**config.mk**
```make
export PLATFORM = sky130hd
export DESIGN_NAME = ldm_front
export DESIGN_NICKNAME = d
export VERILOG_FILES = /design/src/ldm_pkg.sv /design/src/ldm_front.sv
export SDC_FILE = /design/constraint.sdc
export NUM_CORES = 2
export LEC_CHECK = 0
export BUFFER_PORTS_ARGS = -buffer_cell sky130_fd_sc_hd__buf_2
export CORE_MARGIN = 5
export CORE_UTILIZATION = 54
export CTS_BUF_LIST = sky130_fd_sc_hd__clkbuf_4
export DETAILED_ROUTE_END_ITERATION = 16
export MAX_ROUTING_LAYER = met4
export PLACE_DENSITY = 0.85
export SYNTH_ARGS = -nofsm -noshare
export SYNTH_HDL_FRONTEND = slang
export SYNTH_SLANG_ARGS = --single-unit
```
**constraint.sdc**
```tcl
create_clock -name clk -period 10.15 [get_ports clk]
set_clock_uncertainty 0.05 [all_clocks]
set_input_delay 1.015 -clock clk [delete_from_list [all_inputs] [get_ports clk]]
set_output_delay 1.015 -clock clk [all_outputs]
set_load 0.01 [all_outputs]
```
**src/ldm_pkg.sv**
```systemverilog
`timescale 1ns / 1ps
package ldm_pkg;

	localparam int COORD_W = 12;
	localparam int SCALE_W = 13;
	localparam int DIMS_W  = 3;
	localparam int NCOORD  = 4;
	// Index arithmetic is sized for the largest supported store (2^20 cells).
	localparam int IDX_W   = 21;
	localparam int CFG_IDX_W = 3;

	localparam logic [CFG_IDX_W-1:0] CFG_DIMS   = 3'd0;
	localparam logic [CFG_IDX_W-1:0] CFG_SCALE0 = 3'd1;
	localparam logic [CFG_IDX_W-1:0] CFG_SCALE1 = 3'd2;
	localparam logic [CFG_IDX_W-1:0] CFG_SCALE2 = 3'd3;
	localparam logic [CFG_IDX_W-1:0] CFG_SCALE3 = 3'd4;

	typedef enum logic [1:0] {
		REQ_CLEAR = 2'd0,
		REQ_MARK  = 2'd1,
		REQ_QUERY = 2'd2,
		REQ_NONE  = 2'd3
	} req_t;

	typedef enum logic [1:0] {
		STAT_OK    = 2'd0,
		STAT_RANGE = 2'd1,
		STAT_STORE = 2'd2
	} status_t;

	typedef struct packed {
		logic [1:0]         req_type;
		logic [COORD_W-1:0] coord_0;
		logic [COORD_W-1:0] coord_1;
		logic [COORD_W-1:0] coord_2;
		logic [COORD_W-1:0] coord_3;
	} in_t;

	typedef struct packed {
		logic       dominated;
		logic [1:0] status;
	} out_t;

	typedef struct packed {
		req_t                           op;
		status_t                        status;
		logic                           empty;
		logic [IDX_W-1:0]               idx;
		logic [IDX_W-1:0]               base;
		logic [NCOORD-1:0][SCALE_W-1:0] lo;
		logic [NCOORD-1:0][SCALE_W-1:0] hi;
		logic [NCOORD-1:0][IDX_W-1:0]   w;
	} cmd_t;

	typedef enum logic [1:0] {
		F_IDLE,
		F_CALC,
		F_PUSH
	} front_state_t;

	typedef enum logic [2:0] {
		B_SWEEP,
		B_IDLE,
		B_READ,
		B_CHECK,
		B_RUN
	} back_state_t;

endpackage

```
**src/ldm_front.sv**
```systemverilog
`timescale 1ns / 1ps
module ldm_front
	import ldm_pkg::*;
#(
	parameter int LATTICE_CELLS = 4096,
	parameter int MAX_DIMS      = 4
) (
	input  logic                 clk,
	input  logic                 arst_n,
	input  logic                 take,
	input  in_t                  request,
	input  logic                 cfg_we,
	input  logic [CFG_IDX_W-1:0] cfg_index,
	input  logic [SCALE_W-1:0]   cfg_data,
	input  logic                 q_full,
	output logic                 push,
	output cmd_t                 cmd,
	output logic                 f_busy
);

	localparam int TOP_DIMS = (MAX_DIMS < NCOORD) ? MAX_DIMS : NCOORD;
	localparam int PM_W = IDX_W + SCALE_W;
	localparam int TM_W = IDX_W + COORD_W;
	localparam logic [PM_W-1:0]  CELLS_PM = PM_W'(LATTICE_CELLS);
	localparam logic [IDX_W-1:0] CELLS_IX = IDX_W'(LATTICE_CELLS);
	localparam logic [IDX_W-1:0] SAT_IX   = IDX_W'(LATTICE_CELLS + 1);

	front_state_t state_q, state_d;

	logic [DIMS_W-1:0]  dims_q;
	logic [SCALE_W-1:0] scale_q [NCOORD];
	logic [DIMS_W-1:0]  nd;

	req_t                  req_q;
	logic [COORD_W-1:0]    c_q   [NCOORD];
	logic [SCALE_W-1:0]    s_q   [NCOORD];
	logic [NCOORD-1:0]     used_q;
	logic [1:0]            k_q;
	logic [IDX_W-1:0]      prod_q;
	logic [IDX_W-1:0]      idx_q;
	logic [IDX_W-1:0]      wsum_q;
	logic                  bad_q;
	logic                  empty_q;
	logic [IDX_W-1:0]      w_q   [NCOORD];

	logic [PM_W-1:0]    pm;
	logic [TM_W-1:0]    tm;
	logic [IDX_W-1:0]   prod_sat;
	logic [COORD_W-1:0] in_c [NCOORD];

	always_comb begin
		if (dims_q < DIMS_W'(2)) begin
			nd = DIMS_W'(2);
		end else if (dims_q > DIMS_W'(TOP_DIMS)) begin
			nd = DIMS_W'(TOP_DIMS);
		end else begin
			nd = dims_q;
		end
	end

	always_ff @(posedge clk or negedge arst_n) begin
		if (!arst_n) begin
			dims_q     <= DIMS_W'(2);
			scale_q[0] <= SCALE_W'(64);
			scale_q[1] <= SCALE_W'(64);
			scale_q[2] <= SCALE_W'(1);
			scale_q[3] <= SCALE_W'(1);
		end else if (cfg_we) begin
			unique case (cfg_index)
				CFG_DIMS:   dims_q     <= cfg_data[DIMS_W-1:0];
				CFG_SCALE0: scale_q[0] <= cfg_data;
				CFG_SCALE1: scale_q[1] <= cfg_data;
				CFG_SCALE2: scale_q[2] <= cfg_data;
				CFG_SCALE3: scale_q[3] <= cfg_data;
				default:    dims_q     <= dims_q;
			endcase
		end
	end

	assign in_c[0] = request.coord_0;
	assign in_c[1] = request.coord_1;
	assign in_c[2] = request.coord_2;
	assign in_c[3] = request.coord_3;

	always_comb begin
		pm = PM_W'(prod_q) * PM_W'(s_q[k_q]);
		tm = TM_W'(c_q[k_q]) * TM_W'(prod_q);
		prod_sat = (pm > CELLS_PM) ? SAT_IX : pm[IDX_W-1:0];
	end

	always_comb begin
		state_d = state_q;
		unique case (state_q)
			F_IDLE: begin
				if (take) begin
					if (request.req_type == REQ_MARK || request.req_type == REQ_QUERY) begin
						state_d = F_CALC;
					end else begin
						state_d = F_PUSH;
					end
				end
			end
			F_CALC: begin
				if (k_q == 2'd3) begin
					state_d = F_PUSH;
				end
			end
			F_PUSH: begin
				if (!q_full) begin
					state_d = F_IDLE;
				end
			end
			default: state_d = F_IDLE;
		endcase
	end

	always_comb begin
		push   = (state_q == F_PUSH) && !q_full;
		f_busy = (state_q != F_IDLE);
	end

	always_ff @(posedge clk or negedge arst_n) begin
		if (!arst_n) begin
			state_q <= F_IDLE;
		end else begin
			state_q <= state_d;
		end
	end

	always_ff @(posedge clk) begin
		if (state_q == F_IDLE && take) begin
			req_q   <= req_t'(request.req_type);
			k_q     <= 2'd0;
			prod_q  <= IDX_W'(1);
			idx_q   <= '0;
			wsum_q  <= '0;
			bad_q   <= 1'b0;
			empty_q <= 1'b0;
			for (int k = 0; k < NCOORD; k++) begin
				used_q[k] <= (DIMS_W'(k) < nd);
				c_q[k]    <= (DIMS_W'(k) < nd) ? in_c[k] : '0;
				s_q[k]    <= (DIMS_W'(k) < nd) ? scale_q[k] : SCALE_W'(1);
			end
		end else if (state_q == F_CALC) begin
			w_q[k_q] <= prod_q;
			prod_q   <= prod_sat;
			idx_q    <= idx_q + tm[IDX_W-1:0];
			if (used_q[k_q] && k_q != 2'd0) begin
				wsum_q <= wsum_q + prod_q;
			end
			if (SCALE_W'(c_q[k_q]) >= s_q[k_q]) begin
				bad_q <= 1'b1;
			end
			if (used_q[k_q] && (SCALE_W'(c_q[k_q]) + SCALE_W'(1) >= s_q[k_q])) begin
				empty_q <= 1'b1;
			end
			k_q <= k_q + 2'd1;
		end
	end

	always_comb begin
		cmd.op    = req_q;
		cmd.empty = empty_q;
		cmd.idx   = idx_q;
		cmd.base  = idx_q - IDX_W'(c_q[0]) + wsum_q;
		for (int k = 0; k < NCOORD; k++) begin
			cmd.lo[k] = used_q[k] ? SCALE_W'(c_q[k]) + SCALE_W'(1) : '0;
			cmd.hi[k] = s_q[k] - SCALE_W'(1);
			cmd.w[k]  = w_q[k];
		end
		if (req_q != REQ_MARK && req_q != REQ_QUERY) begin
			cmd.status = STAT_OK;
		end else if (prod_q > CELLS_IX) begin
			cmd.status = STAT_STORE;
		end else if (bad_q) begin
			cmd.status = STAT_RANGE;
		end else begin
			cmd.status = STAT_OK;
		end
	end

endmodule

```
Word level (Yosys, flattened, before mapping)
Memories as Yosys holds them, arrays and structs flattened. A register that Yosys moved wholly into a read port is not among the register bits.
Cells that the tools add are included.

word-level totals
  bits in writable memories = 184
  register bits = 130
  input bits = 71
  output and inout bits = 237
  memories kept = 3

memories
  name  words  width  read ports  clocked after Yosys merged registers in  wr ports  line             source
  w_q   4      21     4           0                                        1         ldm_front.sv:44  logic [IDX_W-1:0] w_q [NCOORD];
  s_q   4      13     5           1                                        4         ldm_front.sv:36  logic [SCALE_W-1:0] s_q [NCOORD];
  c_q   4      12     5           1                                        4         ldm_front.sv:35  logic [COORD_W-1:0] c_q [NCOORD];

operators by class
  reductions and logical operators = 20
  multiplexer cells = 34
  eq/ne operators = 14
  multiply operators = 2
  $lt $le $gt $ge = 11
  add/sub/neg operators = 14

operators with widths
  operator                                                         number
  2-to-1 mux 13 bit                                                8
  adder 12 x 1 -> 13 bit, second input constant                    5
  adder 21 bit                                                     3
  subtractor 13 x 1 -> 13 bit, second input constant               4
  2-to-1 mux 12 bit                                                4
  greater-than comparator 34 x 13 -> 1 bit, second input constant  1
  multiplier 21 x 13 -> 34 bit                                     1
  greater-than comparator 21 x 13 -> 1 bit, second input constant  1
  multiplier 12 x 21 -> 21 bit                                     1
  2-to-1 mux 21 bit                                                1
  subtractor 21 x 12 -> 21 bit                                     1
  2-to-1 mux 2 bit                                                 10
  AND reduction 2 bit                                              8
  greater-or-equal comparator 12 x 13 -> 1 bit                     1
  greater-or-equal comparator 13 bit                               1
  != test 2 bit, second input constant                             4
  2-to-1 mux 1 bit                                                 7
  == test 2 bit, second input constant                             3
  == test 3 x 2 -> 1 bit, second input constant                    2
  less-than comparator 1 x 3 -> 1 bit, first input constant        2
  less-than comparator 2 x 3 -> 1 bit, first input constant        2
  2-to-1 mux 3 bit                                                 2
  one-hot mux 2 bit (3 select lines)                               1
  logical AND 1 bit                                                5
  other kinds (15)                                                 17

Depth between registers and ports, before layout
  depth in word-level cells = 5
  gate-level depth with buffers = 29
  mapped depth without buffers = 23

Worst setup path after synthesis
Ideal clock, no wire load.

  path type = register -> register
  start = register (tool-made name)
  end = register prod_q[10]
  slack = 1667 ps
  cell stages (with the launch flop) = 27
  arrival time = 8373 ps
  period minus slack after synthesis = 8483 ps
  library setup time = 60 ps
  data required time = 10040 ps
  cells stage by stage = dfxtp_1 -> clkbuf_1 -> clkbuf_1 -> buf_1 -> mux4_2 -> clkbuf_1 -> and2_1 -> fa_1 -> inv_1 -> fa_1 -> inv_1 -> fa_1 -> fa_1 -> inv_1 -> fa_1 -> inv_1 -> ha_1 -> nor3b_1 -> or4_1 -> or4_1 -> or4_1 -> nor4_1 -> and4_1 -> nand2_1 -> nor4b_4 -> buf_6 -> a32o_2

RTL lines
  item                    line              source
  end signal: assignment  ldm_front.sv:146  prod_q <= prod_sat;
  end: declaration        ldm_front.sv:39   logic [IDX_W-1:0] prod_q;

==> flow_summary.json <==
{
  "synth_cells": 3240,
  "antenna_found_initial": 5,
  "row_count": 88,
  "insertion_delay_ns": 0.88,
  "tns_ns": 0,
  "crit_path_top_delay_cell": "dfxtp_2",
  "first_global_vias": 26010,
  "leakagePower_nw": 15.90,
  "crit_required_ns": 10.89,
  "maxSlewHeadroom_pct": 15.83,
  "critical_path.cell_chain": "mux4_2, and2_1, fa_1, fa_1, fa_1, fa_1, inv_1, fa_1, inv_1, ha_1, nor3b_1, or4_1, or4_1, or4_1, nor4_1, and4_1, nand2_1, nor4b_4, a32o_2",
  "grt_pass1_wl_mm": 141.6,
  "dpl_cell_area_um2": 33270,
  "most-common-layout-cells": "inv_1, nand2_1, fa_1, buf_2, and2_1",
  "crit_family": "simple AND/OR/NAND/NOR gates",
  "setup_viol": 0,
  "cp_num_buf_inv": 2,
  "nNetsFinal": 4123,
  "crit_path_end_kind": "register",
  "fin_crit_ns": 8.495,
  "worst_ir_drop_vdd_v": 0.0001811,
  "dpl.hpwl_mm": 66.95,
  "fin_crit_sh_pct": 83.70,
  "synth_cell_types": 75,
  "synthFlopType": "edfxtp_1",
  "cts_inserted_buffers": 81,
  "cts_root_buffer": "clkbuf_4",
  "cts.clk_slew.worst_paths_ns": 0.07,
  "start_util_pct": 54.35,
  "vias_per_cell": 5.790,
  "drt-wirelength-per-cell_um": 20.90,
  "postCtsSetupRepairBufs": 0,
  "r2r_cells": 19,
  "htree_levels": 3,
  "die_h_um": 250.5,
  "cts.path.max_buffers": 3,
  "syn_area_per_cell_um2": 9.640,
  "core_um2": 57480,
  "grt.total_usage_pct": 29.27,
  "path_max_fanout": 25,
  "die_w_um": 250.5,
  "post_route_cells_drive_above_1_share_pct": 16.25,
  "detail-route-antenna-nets": 0,
  "hold_viol_final": 0,
  "drc": 0,
  "cts_hold_buf": 0,
  "status": "finished, final reports clean",
  "critPathLaunchType": "register",
  "place_congestion": 0.9417,
  "ys_seq_area_share_pct": 27.28,
  "power_density_nw_per_um2": 233.7,
  "synthesis.area_um2": 31230,
  "cts_tree": "yes",
  "crit_top_cell": "fa_1",
  "ys_ff_latch": 316,
  "ctsResizeCount": 0,
  "cp_slowest_stage_delay_ns": 0.87,
  "dieArea_um2": 62750,
  "synthToLayoutAreaGrowth_pct": 10.05,
  "maxSlewViolCount": 0,
  "synth_edf_count": 190,
  "drt_iter0_drc": 2245,
  "cts.sinks": 316,
  "cp.depth": 19,
  "overflow": 0,
  "crit_arrival_ns": 9.24,
  "final_cell_area_um2": 34370,
  "num-fill-cells": 4615,
  "vias": 24960,
  "cap_violations": 0,
  "reg2reg_slack_ns": 1.65,
  "port_buffers": 307,
  "drt_wl_total_mm": 90.07,
  "ys_warn_count": 0,
  "tightest_slew_ns": 1.262,
  "final_common_cell": "inv_1",
  "rsz0062_at_grt": "false",
  "fmax_ghz": 0.1177,
  "drtPass1Iterations": 7,
  "hp-class": "primary input to async pin",
  "synthArstFlopShare_pct": 18.04,
  "critPathKind": "register to register",
  "grt_max_degree": 96,
  "ios": 308
}
cell usage after synthesis (6+ instances only):
library cell	n	area [um^2]
nor3_1	39	195.2
o31ai_1	7	52.55
mux2_2	58	653.1
a211oi_1	18	135.1
mux4_2	26	585.6
nand2b_1	22	137.6
nand2_1	399	1498
nor2b_1	46	287.8
or2_2	7	43.79
nand3b_1	9	67.56
or3_1	29	181.4
a21o_1	24	180.2
o211ai_1	7	52.55
o2111ai_1	6	52.55
fa_1	369	7387
nor4_1	20	125.1
xor2_1	58	508.0
buf_1	11	41.29
edfxtp_1	190	5705
o21a_1	8	60.06
clkbuf_1	174	653.1
and2_1	240	1501
nor2_1	101	379.1
a21boi_0	20	150.1
ha_1	209	2615
nand4_1	13	81.33
a31oi_1	8	50.05
dfxtp_1	69	1381
and3_1	27	168.9
nand3_1	52	260.3
xnor2_1	105	919.6
o21ai_0	63	315.3
o21bai_1	8	60.06
a21oi_1	104	520.5
inv_1	557	2091
dfrtp_1	52	1301
worst paths after layout:
check / start / endpoint
hold / removal: arst_n / scale_q[31]$_DFFE_PN0P_
min in group clk: request[25] / c_q[1][1]$_SDFFCE_PP0P_
setup / recovery: register / prod_q[4]$_SDFFE_PP0P_
setup reg to reg: register / prod_q[4]$_SDFFE_PP0P_
hold reg to reg: scale_q[43]$_DFFE_PN0P_ / s_q[0][4]$_SDFFCE_PP0P_
max in group asynchronous: arst_n / scale_q[16]$_DFFE_PN0P_
flip-flops by register name, indices dropped and copies added, names as in the netlist, named ones only:
| name | cells |
|---|---|
| k_q | 2 |
| w_q | 84 |
| c_q | 48 |
| bad_q | 1 |
| state_q | 2 |
| dims_q | 3 |
| wsum_q | 21 |
| idx_q | 21 |
| used_q | 4 |
| empty_q | 1 |
| scale_q | 52 |
| s_q | 52 |
| prod_q | 21 |
| req_q | 2 |
layer usage:
layer  wire length (um)  vias to the layer above  part of all wire, %  global-route usage [%]
li1                   -                    10840                    -                       -
met5                  0                        -                    0                       -
met1              33020                    12160                   37                   35.89
met4               4554                        0                  5.1                   12.62
met2              42700                     1576                   47                   46.84
met3               9790                      382                   11                   6.853
worst register-to-register path: stages (launching register included):
cell,delay [ns]
dfxtp_2,0.87
mux4_2,0.87
and2_1,0.28
fa_1,0.48
fa_1,0.53
fa_1,0.52
fa_1,0.56
inv_1,0.06
fa_1,0.54
inv_1,0.05
ha_1,0.38
nor3b_1,0.18
or4_1,0.49
or4_1,0.49
or4_1,0.55
nor4_1,0.24
and4_1,0.21
nand2_1,0.08
nor4b_4,0.71
a32o_2,0.28
report_power, final:
part           leakage, nW  switching, mW  internal (mW)
registers             3.01          0.349           1.71
clock network        0.636          0.586          0.598
logic                 12.3           2.95           1.84
stage by stage:
stage / utilization [%] / worst slack, ns / hold WS (ns) / power [mW] / cells
after floorplan: - / 1.667 / 0.3667 / 5.312 / 3241
after CTS: 59.78 / 1.684 / 0.2222 / 7.980 / 4303
after global routing: 59.81 / 1.210 / 0.2308 / 8.682 / 4310
after detailed placement: 57.88 / 1.687 / 0.3813 / 6.770 / 4156
after global placement: 57.88 / 1.841 / 0.3792 / 6.615 / 4156
final: 59.81 / 1.655 / 0.2457 / 8.034 / 4310
final cells by class:
type	count	area [um^2]	area share (%)
antenna	7	17.52	0.05096
inverter	559	2103	6.119
clock buffer	112	840.8	2.446
tap	765	957.2	2.785
clock inverter	35	249.0	0.7243
timing repair buffer	339	1777	5.169
sequential	316	8521	24.79
multi-input combinational	2177	19910	57.92
logic make-up (layout without fill, tap and decap cells):
logic type	after synthesis	in the layout	share of synthesized area, %
other	1	9	0.01201
muxes	86	86	4.030
DFF	316	316	27.28
xor gates and xnor gates	164	164	4.643
buffers and inverters	748	1045	9.033
and+or+nand+nor	1021	1021	16.24
adders and majority gates	578	578	32.02
AOI/OAI and AO/OA	326	326	6.742
No activity file was read; power rests on OpenSTA's default activity.
